`config.mk`:
```
export PLATFORM = sky130hd
export DESIGN_NAME = json_string_unescape
export DESIGN_NICKNAME = d
export VERILOG_FILES = /design/src/hdl/jsu_pkg.sv /design/src/hdl/json_string_unescape.sv /design/src/hdl/jsu_front.sv /design/src/hdl/jsu_queue.sv /design/src/hdl/jsu_back.sv
export SDC_FILE = /design/constraint.sdc
export NUM_CORES = 1
export LEC_CHECK = 0
export ABC_CLOCK_PERIOD_IN_PS = 3210
export BUFFER_PORTS_ARGS = -buffer_cell sky130_fd_sc_hd__buf_2
export CORE_MARGIN = 10
export CORE_UTILIZATION = 27
export DETAILED_ROUTE_END_ITERATION = 10
export GPL_TIMING_DRIVEN = 1
export HOLD_SLACK_MARGIN = 0.08
export SLEW_MARGIN = 40
export SYNTH_ARGS = -nofsm -noshare
export SYNTH_HDL_FRONTEND = slang
export SYNTH_SLANG_ARGS = --single-unit
```
`constraint.sdc`:
```
create_clock -name clock -period 3.21 [get_ports clock]
set_input_delay 0.642 -clock clock [delete_from_list [all_inputs] [get_ports clock]]
set_output_delay 0.642 -clock clock [all_outputs]
set_load 0.005 [all_outputs]
```
`src/hdl/jsu_pkg.sv`:
```
// Shared types, constants and helpers for the JSON string unescaper.
package jsu_pkg;

   localparam int QUEUE_DEPTH_DEFAULT = 4;

   localparam int CODE_W = 21;
   localparam int CHAR_W = 32;
   localparam int UNIT_W = 16;
   localparam int STAT_W = 3;

   // status codes
   localparam logic [STAT_W-1:0] ST_OK      = 3'd0;
   localparam logic [STAT_W-1:0] ST_UNTERM  = 3'd1;
   localparam logic [STAT_W-1:0] ST_CTRL    = 3'd2;
   localparam logic [STAT_W-1:0] ST_BADESC  = 3'd3;
   localparam logic [STAT_W-1:0] ST_BADHEX  = 3'd4;
   localparam logic [STAT_W-1:0] ST_SHORT   = 3'd5;
   localparam logic [STAT_W-1:0] ST_MISSING = 3'd6;

   // characters of interest
   localparam logic [CODE_W-1:0] CH_SPACE     = 21'h20;
   localparam logic [CODE_W-1:0] CH_QUOTE     = 21'h22;
   localparam logic [CODE_W-1:0] CH_SLASH     = 21'h2F;
   localparam logic [CODE_W-1:0] CH_BACKSLASH = 21'h5C;
   localparam logic [CODE_W-1:0] CH_B         = 21'h62;
   localparam logic [CODE_W-1:0] CH_F         = 21'h66;
   localparam logic [CODE_W-1:0] CH_N         = 21'h6E;
   localparam logic [CODE_W-1:0] CH_R         = 21'h72;
   localparam logic [CODE_W-1:0] CH_T         = 21'h74;
   localparam logic [CODE_W-1:0] CH_U         = 21'h75;

   localparam logic [CHAR_W-1:0] VAL_BS  = 32'h08;
   localparam logic [CHAR_W-1:0] VAL_FF  = 32'h0C;
   localparam logic [CHAR_W-1:0] VAL_LF  = 32'h0A;
   localparam logic [CHAR_W-1:0] VAL_CR  = 32'h0D;
   localparam logic [CHAR_W-1:0] VAL_TAB = 32'h09;

   localparam logic [UNIT_W-1:0] HIGH_FIRST = 16'hD800;
   localparam logic [UNIT_W-1:0] HIGH_LAST  = 16'hDBFF;
   // 0x10000 - 0xDC00, folded offset of the pair merge
   localparam logic [CHAR_W-1:0] MERGE_BIAS = 32'h2400;

   // one queued command: a result, a surrogate pair, or a closing result
   typedef struct packed {
      logic [CHAR_W-1:0] val0;
      logic [UNIT_W-1:0] val1;
      logic              has_char;
      logic              pair;
      logic              last;
      logic [STAT_W-1:0] status;
   } cmd_type;

   // {valid, value} of an ASCII hex digit
   function automatic logic [4:0] hex_digit(logic [CODE_W-1:0] c);
      logic [4:0] r;
      r = '0;
      if (c >= 21'h30 && c <= 21'h39) begin
         r = {1'b1, c[3:0]};
      end else if ((c >= 21'h61 && c <= 21'h66) || (c >= 21'h41 && c <= 21'h46)) begin
         r = {1'b1, c[3:0] + 4'd9};
      end
      return r;
   endfunction

endpackage

```
`src/hdl/json_string_unescape.sv`:
```
// Top level of the streaming JSON string body unescaper.
//
// Usage: feed the characters of a JSON string body, one item per cycle on
// the req_ channel (valid/ready), starting just after the opening quote.
// Set req_end_of_text to mark that the text ran out. Decoded characters
// leave on the rsp_ channel; the closing quote, or the first fault, gives a
// final item with rsp_last set, rsp_has_char clear and the status code.
// After that final item the block swallows further items silently until
// reset. csr_wr_data written with csr_wr_en selects surrogate handling:
// 1 (reset value) merges a pair into one code point, 0 emits both halves.
//
// An accepted item's result passes the command queue, then the output register.
// Throughput: one item per cycle while the queue has room; a surrogate pair in
// narrow mode leaves as two items, absorbed by the queue (QUEUE_DEPTH entries).
// req_ready depends only on queue fill, so a stalled receiver lets the
// decoder run ahead until the queue is full, then backpressures.
// Reset (synchronous, active high) empties the queue, drops any pending
// result and returns the decoder to plain character mode.
module json_string_unescape #(
   parameter int QUEUE_DEPTH = jsu_pkg::QUEUE_DEPTH_DEFAULT
) (
   input  logic                       clock,
   input  logic                       reset,
   input  logic                       req_valid,
   output logic                       req_ready,
   input  logic [jsu_pkg::CODE_W-1:0] req_code_unit,
   input  logic                       req_end_of_text,
   output logic                       rsp_valid,
   input  logic                       rsp_ready,
   output logic [jsu_pkg::CHAR_W-1:0] rsp_char_value,
   output logic                       rsp_has_char,
   output logic                       rsp_last,
   output logic [jsu_pkg::STAT_W-1:0] rsp_status,
   input  logic                       csr_wr_en,
   input  logic                       csr_wr_data
);

   logic             wide_units_ff, wide_units_in;
   logic             take;
   logic             push;
   logic             pop;
   logic             q_full;
   logic             q_valid;
   jsu_pkg::cmd_type push_cmd;
   jsu_pkg::cmd_type head;

   // mode register; the user must write it only while idle, which the block does not enforce
   assign wide_units_in = csr_wr_en ? csr_wr_data : wide_units_ff;

   always_ff @(posedge clock) begin
      if (reset) begin
         wide_units_ff <= 1'b1;
      end else begin
         wide_units_ff <= wide_units_in;
      end
   end

   // every accepted item has a queue slot for what it may produce
   assign req_ready = !q_full;
   assign take      = req_valid && req_ready;

   jsu_front u_front (
      .clock       (clock),
      .reset       (reset),
      .take        (take),
      .code_unit   (req_code_unit),
      .end_of_text (req_end_of_text),
      .wide_units  (wide_units_ff),
      .push        (push),
      .cmd         (push_cmd)
   );

   jsu_queue #(
      .DEPTH (QUEUE_DEPTH)
   ) u_queue (
      .clock     (clock),
      .reset     (reset),
      .push      (push),
      .push_cmd  (push_cmd),
      .pop       (pop),
      .full      (q_full),
      .not_empty (q_valid),
      .head      (head)
   );

   jsu_back u_back (
      .clock          (clock),
      .reset          (reset),
      .q_valid        (q_valid),
      .head           (head),
      .pop            (pop),
      .rsp_valid      (rsp_valid),
      .rsp_ready      (rsp_ready),
      .rsp_char_value (rsp_char_value),
      .rsp_has_char   (rsp_has_char),
      .rsp_last       (rsp_last),
      .rsp_status     (rsp_status)
   );

endmodule

```
`src/hdl/jsu_front.sv`:
```
// Front end: per-character escape decoder that issues result commands.
module jsu_front (
   input  logic                          clock,
   input  logic                          reset,
   input  logic                          take,
   input  logic [jsu_pkg::CODE_W-1:0]    code_unit,
   input  logic                          end_of_text,
   input  logic                          wide_units,
   output logic                          push,
   output jsu_pkg::cmd_type              cmd
);

   typedef enum logic [6:0] {
      MODE_PLAIN  = 7'b0000001,
      MODE_ESC    = 7'b0000010,
      MODE_HEX1   = 7'b0000100,
      MODE_LOW_BS = 7'b0001000,
      MODE_LOW_U  = 7'b0010000,
      MODE_HEX2   = 7'b0100000,
      MODE_HALT   = 7'b1000000
   } mode_type;

   mode_type                       mode_ff, mode_in;
   logic [1:0]                     digit_ff, digit_in;
   logic [11:0]                    acc_ff, acc_in;
   logic [jsu_pkg::UNIT_W-1:0]     high_ff, high_in;

   logic [4:0]                     hex;
   logic [jsu_pkg::UNIT_W-1:0]     unit;
   logic [jsu_pkg::CHAR_W-1:0]     merged;

   assign hex    = jsu_pkg::hex_digit(code_unit);
   assign unit   = {acc_ff, hex[3:0]};
   assign merged = {12'd0, high_ff[9:0], 10'd0} + {16'd0, unit} + jsu_pkg::MERGE_BIAS;

   always_comb begin
      mode_in  = mode_ff;
      digit_in = digit_ff;
      acc_in   = acc_ff;
      high_in  = high_ff;
      push     = 1'b0;
      cmd      = '0;
      if (take && mode_ff != MODE_HALT) begin
         if (end_of_text) begin
            push = 1'b1; cmd.last = 1'b1; cmd.status = jsu_pkg::ST_UNTERM;
            mode_in = MODE_HALT;
         end else if (code_unit < jsu_pkg::CH_SPACE) begin
            push = 1'b1; cmd.last = 1'b1; cmd.status = jsu_pkg::ST_CTRL;
            mode_in = MODE_HALT;
         end else begin
            unique case (mode_ff)
               MODE_PLAIN: begin
                  if (code_unit == jsu_pkg::CH_BACKSLASH) begin
                     mode_in = MODE_ESC;
                  end else if (code_unit == jsu_pkg::CH_QUOTE) begin
                     push = 1'b1; cmd.last = 1'b1; cmd.status = jsu_pkg::ST_OK;
                     mode_in = MODE_HALT;
                  end else begin
                     push = 1'b1; cmd.has_char = 1'b1;
                     cmd.val0 = {11'd0, code_unit};
                  end
               end
               MODE_ESC: begin
                  push = 1'b1;
                  cmd.has_char = 1'b1;
                  mode_in = MODE_PLAIN;
                  unique case (code_unit)
                     jsu_pkg::CH_BACKSLASH,
                     jsu_pkg::CH_QUOTE,
                     jsu_pkg::CH_SLASH: cmd.val0 = {11'd0, code_unit};
                     jsu_pkg::CH_B:     cmd.val0 = jsu_pkg::VAL_BS;
                     jsu_pkg::CH_F:     cmd.val0 = jsu_pkg::VAL_FF;
                     jsu_pkg::CH_N:     cmd.val0 = jsu_pkg::VAL_LF;
                     jsu_pkg::CH_R:     cmd.val0 = jsu_pkg::VAL_CR;
                     jsu_pkg::CH_T:     cmd.val0 = jsu_pkg::VAL_TAB;
                     jsu_pkg::CH_U: begin
                        push     = 1'b0;
                        cmd      = '0;
                        acc_in   = '0;
                        digit_in = '0;
                        mode_in  = MODE_HEX1;
                     end
                     default: begin
                        cmd = '0; cmd.last = 1'b1; cmd.status = jsu_pkg::ST_BADESC;
                        mode_in = MODE_HALT;
                     end
                  endcase
               end
               MODE_HEX1, MODE_HEX2: begin
                  if (code_unit == jsu_pkg::CH_QUOTE) begin
                     push = 1'b1; cmd.last = 1'b1;
                     cmd.status = (mode_ff == MODE_HEX1) ? jsu_pkg::ST_SHORT
                                                         : jsu_pkg::ST_MISSING;
                     mode_in = MODE_HALT;
                  end else if (!hex[4]) begin
                     push = 1'b1; cmd.last = 1'b1; cmd.status = jsu_pkg::ST_BADHEX;
                     mode_in = MODE_HALT;
                  end else if (digit_ff != 2'd3) begin
                     acc_in   = unit[11:0];
                     digit_in = digit_ff + 2'd1;
                  end else if (mode_ff == MODE_HEX1) begin
                     if (unit >= jsu_pkg::HIGH_FIRST && unit <= jsu_pkg::HIGH_LAST) begin
                        high_in = unit;
                        mode_in = MODE_LOW_BS;
                     end else begin
                        push = 1'b1; cmd.has_char = 1'b1; cmd.val0 = {16'd0, unit};
                        mode_in = MODE_PLAIN;
                     end
                  end else begin
                     push = 1'b1; cmd.has_char = 1'b1;
                     mode_in = MODE_PLAIN;
                     if (wide_units) begin
                        cmd.val0 = merged;
                     end else begin
                        cmd.pair = 1'b1;
                        cmd.val0 = {16'd0, high_ff};
                        cmd.val1 = unit;
                     end
                  end
               end
               MODE_LOW_BS: begin
                  if (code_unit == jsu_pkg::CH_BACKSLASH) begin
                     mode_in = MODE_LOW_U;
                  end else begin
                     push = 1'b1; cmd.last = 1'b1; cmd.status = jsu_pkg::ST_MISSING;
                     mode_in = MODE_HALT;
                  end
               end
               MODE_LOW_U: begin
                  if (code_unit == jsu_pkg::CH_U) begin
                     acc_in   = '0;
                     digit_in = '0;
                     mode_in  = MODE_HEX2;
                  end else begin
                     push = 1'b1; cmd.last = 1'b1; cmd.status = jsu_pkg::ST_MISSING;
                     mode_in = MODE_HALT;
                  end
               end
               default: mode_in = MODE_HALT;
            endcase
         end
      end
   end

   always_ff @(posedge clock) begin
      if (reset) begin
         mode_ff  <= MODE_PLAIN;
         digit_ff <= '0;
         acc_ff   <= '0;
         high_ff  <= '0;
      end else begin
         mode_ff  <= mode_in;
         digit_ff <= digit_in;
         acc_ff   <= acc_in;
         high_ff  <= high_in;
      end
   end

`ifndef SYNTHESIS
   // nothing is issued once the string has ended
   assert property (@(posedge clock) disable iff (reset)
      (mode_ff == MODE_HALT) |-> !push)
      else $error("front issued a command after the string ended");
`endif

endmodule

```
`src/hdl/jsu_queue.sv`:
```
// Small register queue between the decoder and the result stage.
module jsu_queue #(
   parameter int DEPTH = jsu_pkg::QUEUE_DEPTH_DEFAULT
) (
   input  logic             clock,
   input  logic             reset,
   input  logic             push,
   input  jsu_pkg::cmd_type push_cmd,
   input  logic             pop,
   output logic             full,
   output logic             not_empty,
   output jsu_pkg::cmd_type head
);

   localparam int PTR_W = $clog2(DEPTH);
   localparam int CNT_W = $clog2(DEPTH + 1);

   jsu_pkg::cmd_type   entries_ff [DEPTH];
   logic [PTR_W-1:0]   wr_ptr_ff, wr_ptr_in;
   logic [PTR_W-1:0]   rd_ptr_ff, rd_ptr_in;
   logic [CNT_W-1:0]   count_ff, count_in;

   assign full      = (count_ff == CNT_W'(DEPTH));
   assign not_empty = (count_ff != '0);
   assign head      = entries_ff[rd_ptr_ff];

   always_comb begin
      wr_ptr_in = wr_ptr_ff;
      rd_ptr_in = rd_ptr_ff;
      if (push) begin
         wr_ptr_in = (wr_ptr_ff == PTR_W'(DEPTH - 1)) ? '0 : wr_ptr_ff + 1'b1;
      end
      if (pop) begin
         rd_ptr_in = (rd_ptr_ff == PTR_W'(DEPTH - 1)) ? '0 : rd_ptr_ff + 1'b1;
      end
      unique case ({push, pop})
         2'b10:   count_in = count_ff + 1'b1;
         2'b01:   count_in = count_ff - 1'b1;
         default: count_in = count_ff;
      endcase
   end

   always_ff @(posedge clock) begin
      if (reset) begin
         wr_ptr_ff <= '0;
         rd_ptr_ff <= '0;
         count_ff  <= '0;
      end else begin
         wr_ptr_ff <= wr_ptr_in;
         rd_ptr_ff <= rd_ptr_in;
         count_ff  <= count_in;
      end
   end

   always_ff @(posedge clock) begin
      if (push) begin
         entries_ff[wr_ptr_ff] <= push_cmd;
      end
   end

`ifndef SYNTHESIS
   assert property (@(posedge clock) disable iff (reset) push |-> !full)
      else $error("push into a full queue");
   assert property (@(posedge clock) disable iff (reset) pop |-> not_empty)
      else $error("pop from an empty queue");
`endif

endmodule

```
`src/hdl/jsu_back.sv`:
```
// Back end: expands queued commands into result items behind an output register.
module jsu_back (
   input  logic                       clock,
   input  logic                       reset,
   input  logic                       q_valid,
   input  jsu_pkg::cmd_type           head,
   output logic                       pop,
   output logic                       rsp_valid,
   input  logic                       rsp_ready,
   output logic [jsu_pkg::CHAR_W-1:0] rsp_char_value,
   output logic                       rsp_has_char,
   output logic                       rsp_last,
   output logic [jsu_pkg::STAT_W-1:0] rsp_status
);

   logic                       valid_ff, valid_in;
   logic                       phase_ff, phase_in;
   logic                       load;
   logic [jsu_pkg::CHAR_W-1:0] value_ff, value_in;
   logic                       has_ff, last_ff;
   logic [jsu_pkg::STAT_W-1:0] status_ff;

   // output register free, or emptied this cycle
   assign load = q_valid && (!valid_ff || rsp_ready);

   always_comb begin
      phase_in = phase_ff;
      pop      = 1'b0;
      value_in = head.val0;
      if (load) begin
         if (head.pair && !phase_ff) begin
            phase_in = 1'b1;
         end else begin
            phase_in = 1'b0;
            pop      = 1'b1;
            if (phase_ff) begin
               value_in = {16'd0, head.val1};
            end
         end
      end
      valid_in = load ? 1'b1 : (valid_ff && !rsp_ready);
   end

   always_ff @(posedge clock) begin
      if (reset) begin
         valid_ff <= 1'b0;
         phase_ff <= 1'b0;
      end else begin
         valid_ff <= valid_in;
         phase_ff <= phase_in;
      end
   end

   always_ff @(posedge clock) begin
      if (load) begin
         value_ff  <= value_in;
         has_ff    <= head.has_char;
         last_ff   <= head.last;
         status_ff <= head.status;
      end
   end

   assign rsp_valid      = valid_ff;
   assign rsp_char_value = value_ff;
   assign rsp_has_char   = has_ff;
   assign rsp_last       = last_ff;
   assign rsp_status     = status_ff;

`ifndef SYNTHESIS
   // second half pending: the pair stays at the head, first half is on the port
   assert property (@(posedge clock) disable iff (reset)
      phase_ff |-> (q_valid && head.pair && valid_ff && has_ff))
      else $error("pair second half lost its queue entry");
`endif

endmodule

```
# [Yosys cells after proc, flatten, opt, wreduce, memory -nomap -nowiden]
# Memory sizes are Yosys's and may differ from the RTL's. A register that Yosys moved wholly into a read port is not among the register bits.
# Index checks and enable logic that the tools add are counted.
[totals] mem_bits_rw=216 mem_count=1 ff_bits=84
[memory_table] memory="u_queue.entries_ff" words=4 word_bits=54 read_ports=1 rd_ports_with_merged_regs=1 write_ports=1 line="jsu_queue.sv:18" source="jsu_pkg::cmd_type entries_ff [DEPTH];"
[op_classes] n_eq_ne=28 muxes=82 order_cmp=9 n_bitwise=4 n_reduce_logical=26 add_sub_neg=8
[ops] cell="$mux 50" n=5
[ops] cell="$mux 32" n=5
[ops] cell="$eq 21x7->1 const B" n=7
[ops] cell="$pmux 21 s6" n=1
[ops] cell="$pmux 32 s3" n=1
[ops] cell="$mux 7" n=9
[ops] cell="$mux 54" n=1
[ops] cell="$mux 12" n=4
[ops] cell="$mux 16" n=3
[ops] cell="$eq 21x6->1 const B" n=2
[ops] cell="$ge 21x7->1 const B" n=2
[ops] cell="$le 21x7->1 const B" n=2
[ops] cell="$mux 4" n=10
[ops] cell="$pmux 7 s5" n=1
[ops] cell="$add 32x14->32 const B" n=1
[ops] cell="$pmux 16 s2" n=1
[ops] cell="$pmux 12 s2" n=1
[ops] cell="$add 20x16->21" n=1
[ops] cell="$ge 21x6->1 const B" n=1
[ops] cell="$le 21x6->1 const B" n=1
[ops] cell="$lt 21x6->1 const B" n=1
[ops] cell="$mux 21" n=1
[ops] cell="$mux 1" n=20
[ops] cell="$pmux 4 s5" n=1
[ops] cell="other kinds (40)" n=75

# [Depth between registers and ports, before layout]
[logic_depth] word_depth=18 mapped_depth=13 mapped_depth_nobuf=13

# [Modules after synthesis]
# From an unflattened synthesis, not the netlist that was laid out.
[unflattened] hier_cells=896 hier_area_um2=13421.6
[modules_own_cells] mod="jsu_queue" n_inst=1 seq_area_each_um2=6666.4 cells_each=326 area_per_inst_um2=8299.2
[modules_own_cells] mod="jsu_front" n_inst=1 seq_area_each_um2=740.7 cells_each=480 area_per_inst_um2=3487.1
[modules_own_cells] mod="jsu_back" n_inst=1 seq_area_each_um2=1151.1 cells_each=85 area_per_inst_um2=1590.3
[modules_own_cells] mod="json_string_unescape" n_inst=1 seq_area_each_um2=20.0 cells_each=5 area_per_inst_um2=45.0

# [Least setup slack after synthesis]
# Ideal clock, no wire load.
[synth_timing] path_type="in2reg" startpoint="input req_code_unit[18] (netlist bit)" endpoint="memory u_queue.entries_ff[0][0] (netlist bit), enable pin" setup_slack_ps=-149 t_arrival_ps=2953 stages=8 path_buffers=2 required_time_ps=2804 cell_sequence="nor4_1 and4_1 buf_4 buf_4 and4_1 nor3_1 o31a_1 and2_1"
[synth_between] elab_chain_len=18 word_cells_on_any_way=32
[synth_lines] element="start: declaration" line="json_string_unescape.sv:26" source="input logic [jsu_pkg::CODE_W-1:0] req_code_unit,"
[synth_lines] element="$ge 21x7->1 / $le 21x7->1 (equally long branches)" line="jsu_pkg.sv:59" source="end else if ((c >= 21'h61 && c <= 21'h66) || (c >= 21'h41 && c <= 21'h46)) begin"
[synth_lines] element="$logic_and 1x1->1" line="jsu_pkg.sv:59"
[synth_lines] element="$logic_or 1x1->1" line="jsu_pkg.sv:59"
[synth_lines] element="$mux 5" line="jsu_pkg.sv:59"
[synth_lines] element="$mux 5" line="jsu_pkg.sv:57" source="if (c >= 21'h30 && c <= 21'h39) begin"
[synth_lines] element="$ge 16x16->1 / $le 16x16->1 (equally long branches)" line="jsu_front.sv:102" source="if (unit >= jsu_pkg::HIGH_FIRST && unit <= jsu_pkg::HIGH_LAST) begin"
[synth_lines] element="$logic_and 1x1->1" line="jsu_front.sv:102"
[synth_lines] element="$mux 1" line="jsu_front.sv:102"
[synth_lines] element="[... 2 more ...]"
[synth_lines] element="$mux 1" line="jsu_front.sv:95" source="end else if (!hex[4]) begin"
[synth_lines] element="$mux 1" line="jsu_front.sv:90" source="if (code_unit == jsu_pkg::CH_QUOTE) begin"
[synth_lines] element="$pmux 1 s3" line="jsu_front.sv:51" source="unique case (mode_ff)"
[synth_lines] element="$mux 1 *" line="jsu_front.sv:47" source="end else if (code_unit < jsu_pkg::CH_SPACE) begin"
[synth_lines] element="$mux 1 *" line="jsu_front.sv:44" source="if (end_of_text) begin"
[synth_lines] element="$mux 1 *" line="jsu_front.sv:43" source="if (take && mode_ff != MODE_HALT) begin"
[synth_lines] element="$mux 1 *" line="jsu_queue.sv:56" source="if (push) begin"
[synth_lines] element="$mux 1 (not written as such) *" line="jsu_queue.sv:57" source="entries_ff[wr_ptr_ff] <= push_cmd;"
[synth_lines] element="end: declaration" line="jsu_queue.sv:18"
# Every way passes the cells marked *; elsewhere a longest branch is shown, timed or not.

# [Worst setup path after layout]
[layout_timing] startpoint="register u_front.mode_ff[6]" endpoint="register u_queue.count_ff[2]"
[layout_between] elab_chain_len=11 word_cells_on_any_way=23
[layout_lines] element="start: declaration" line="jsu_front.sv:23" source="mode_type mode_ff, mode_in;"
[layout_lines] element="start signal: assignment" line="jsu_front.sv:152" source="mode_ff <= mode_in;"
[layout_lines] element="$eq 7x3->1" line="jsu_front.sv:51, jsu_front.sv:101"
[layout_lines] element="$mux 1" line="jsu_front.sv:101" source="end else if (mode_ff == MODE_HEX1) begin"
[layout_lines] element="$mux 1" line="jsu_front.sv:98" source="end else if (digit_ff != 2'd3) begin"
[layout_lines] element="$mux 1" line="jsu_front.sv:95"
[layout_lines] element="$mux 1" line="jsu_front.sv:90"
[layout_lines] element="$pmux 1 s3" line="jsu_front.sv:51"
[layout_lines] element="$mux 1" line="jsu_front.sv:47"
[layout_lines] element="$mux 1" line="jsu_front.sv:44"
[layout_lines] element="$mux 1 *" line="jsu_front.sv:43"
[layout_lines] element="$eq 2x1->1 / $eq 2x2->1 (equally long branches)" line="jsu_queue.sv:36" source="unique case ({push, pop})"
[layout_lines] element="$pmux 3 s2 / $reduce_bool 2->1 (equally long branches)"
[layout_lines] element="end signal: assignment" line="jsu_queue.sv:51" source="count_ff <= count_in;"
[layout_lines] element="end: declaration" line="jsu_queue.sv:21" source="logic [CNT_W-1:0] count_ff, count_in;"
# Marks and branches as above.
# A chain may end at the register's enable or synchronous reset.

==> out/results.txt <==
GR Overflow Total - 0
Total Routing Usage GR - 0.1102
Leakage - 4.890 nW
post-synthesis sequential element count - 252
maxcap violations - 0
area of the core - 0.04111 mm2
ys async rst share - 0
die area - 0.05054 mm2
first-pass GRT wire length - 44220 um
most used cell, CP - or3_1
Max-slew headroom - 0.5646
CP max stage delay - 0.64 ns
Setup Skew - 0.01570 ns
crit-path cells - or4b_1, nor4_2, or3_1, nand4bb_1, o31a_1, inv_1, ha_1, fa_1, xnor2_1, or3_1, a21oi_1
yosys warns - 0
initial antenna violation count - 1
die width - 224.8 um
Syn Area/Cell - 13.83 um2
Skew-Pair Late Insertion Delay - 0.53 ns
Max FO, Critical Path - 5
Sink Count - 252
Antenna Cells - 0
RSZ-0062 raised after global routing - false
maximum clock path buffer count - 3
share of cells above drive strength 1 - 0.2784
router iterations before antenna repair - 5
starting density of the core - 0.2755
nets - 1022
clock root buffer - clkbuf_16
vias per cell - 4.804
setup bufs post-CTS - 0
vias in the first global route - 7456
distinct cell type count after synthesis - 80
crit path time final - 3.010 ns
Layout area overhead - 21.92%
commonest non-fill, non-tap cell in the layout - edfxtp_1
data arrival time of the worst path - 3.47 ns
Detail Route Antenna Nets - 0
clock buffer count from CTS - 27
DR WL/cell - 18.45 um
sequential share of the synthesized area - 0.6248
Die H - 224.8 um
Period Utilization, post-route - 0.9378
Final Max Slew Viols - 0
pwr/cell area - 672.8 mW/mm2
Critical Path Slowest Stage Cell - or4b_1
Max H-tree Level - 1
num rows - 74
Worst-path clk slew - 0.06 ns
Startpoint Class - flip-flop
VDD IR max - 0.3918 mV
max frequency - 0.3322 GHz
status - completed
CTS tree - built
crit path from - u_front.mode_ff[6]
PortBufs - 56
Setup TNS - 0 ns
hold crit path type - primary input to flip-flop
largest net degree at the start of global routing - 44
commonest cells after routing, fill and taps aside - edfxtp_1, buf_4, nand2_1
fin worst setup slack - 0.1998 ns
top_reg_cell synth - edfxtp_1
actual slew at the worst max-slew pin - 0.6531 ns
Worst Path Class, Setup - flip-flop to flip-flop
Mapped Area - 0.01133 mm2
EDFF count, synth - 203
Required @ worst endpoint - 3.67 ns
Mapped Cells - 819
final setup fails - 0
Hold Fails Final Rpt - 0
hpwl dp - 20400 um
# IOs - 67
wirelength, routed - 28170 um
DR iter-0 viols - 750
DR vias - 7335
DP Worst Slack - -0.3062 ns
min-delay src - csr_wr_data
CP Capture Type - flip-flop
worst r2r src - u_front.mode_ff[6]
Residual DRC - 0
gpl congestion - 0.8881
final cells by class:
| class | instances | area [um2] |
|---|---|---|
| clock inverter | 16 | 91.34 |
| clock buffer | 34 | 711.9 |
| multi-input combinational | 518 | 4009 |
| inverter | 14 | 53.80 |
| sequential | 252 | 7079 |
| timing repair buffer | 161 | 1197 |
| tap | 532 | 665.6 |
| fill | 4082 | 27300 |
synth_stat cells, drive strengths merged, types with 6 or more instances:
master,number,area [um2]
edfxtp,203,6096
nand2,84,315.3
nor2,67,254.0
dfxtp,49,980.9
mux4,44,991.0
a21oi,32,160.2
buf,27,173.9
and2,24,150.1
clkbuf,21,78.83
ha,18,225.2
nand3,17,90.09
o21ai,17,85.08
mux2i,15,150.1
inv,13,48.80
a22oi,11,82.58
nor3,10,55.05
a22o,9,78.83
nor2b,9,56.30
a211oi,8,85.08
nand2b,8,50.05
xor2,8,70.07
a211o,7,61.31
nand4,7,50.05
nor4,7,58.81
or3,7,48.80
a2bb2oi,6,52.55
a31oi,6,43.79
o211ai,6,45.04
xnor2,6,52.55
registers in the layout, summed over array words and instances, names as in the netlist, named ones only:
signal and flops:
u_queue.entries_ff 176, u_queue.wr_ptr_ff 2, u_queue.rd_ptr_ff 2, u_back.rsp_char_value 22, u_back.rsp_last 1, u_front.acc_ff 12
wide_units_ff 1, u_back.rsp_has_char 1, u_back.phase_ff 1, u_queue.count_ff 3, u_back.rsp_valid 1, u_back.rsp_status 3
u_front.mode_ff 7, u_front.digit_ff 2, u_front.high_ff 16
routing by layer:
| metal | global-route usage | vias up | routed length [um] |
|---|---|---|---|
| met5 | 0 | - | 16 |
| met4 | 0.03422 | 2 | 667 |
| met3 | 0.01744 | 44 | 1187 |
| met2 | 0.1780 | 174 | 13250 |
| met1 | 0.1490 | 3665 | 13040 |
| li1 | - | 3450 | - |
cell families after synthesis:
logic type,after synthesis,share of synthesized area
adders and majority gates,20,0.02342
DFF,252,0.6248
and+or+nand+nor,272,0.1220
xor gates and xnor gates,14,0.01083
muxes,61,0.1027
other,1,0.0003311
AOI/OAI and AO/OA,137,0.08882
buffers and inverters,62,0.02707
critical path: cells and delay by family (launching register included):
family	cells	cell delay, ns
AND/OR/NAND/NOR	5	1.61
AO/OA/AOI/OAI	2	0.44
XOR/XNOR	1	0.08
adder cells (fa/ha/maj)	2	0.39
flip-flops	1	0.34
buffers and inverters	1	0.08
final timing paths:
check,end,slack (ns),cells past startpoint
min,wide_units_ff,0.31,2
min reg2reg,u_front.high_ff[13],0.44,2
max,u_queue.count_ff[2],0.20,11
max reg2reg,u_queue.count_ff[2],0.20,11
power breakdown:
| group | internal, mW | leakage (nW) | switching [mW] | total, mW |
|---|---|---|---|---|
| logic | 0.960 | 2.26 | 1.21 | 2.17 |
| clock network | 1.58 | 0.391 | 1.22 | 2.79 |
| registers | 4.17 | 2.24 | 0.152 | 4.33 |
| total | 6.71 | 4.89 | 2.58 | 9.29 |
repair_timing:
item | in CTS | in global routing
hold buffers | 0 | 0
resized for setup | 0 | 3
endpoints found under the setup margin | 0 | 9
stage by stage:
step	hold slack [ns]	cell area (um2)	utilization	instances	power, mW
after floorplan	0.4184	11380	-	832	5.669
after global placement	0.4343	12990	0.3160	1477	6.615
after detailed placement	0.4321	12990	0.3160	1477	6.652
after CTS	0.3029	13800	0.3356	1527	9.470
after global routing	0.3225	13810	0.3359	1527	9.802
final	0.3146	13810	0.3359	1527	9.290
Note: power is estimated with default switching activity, not from simulation.
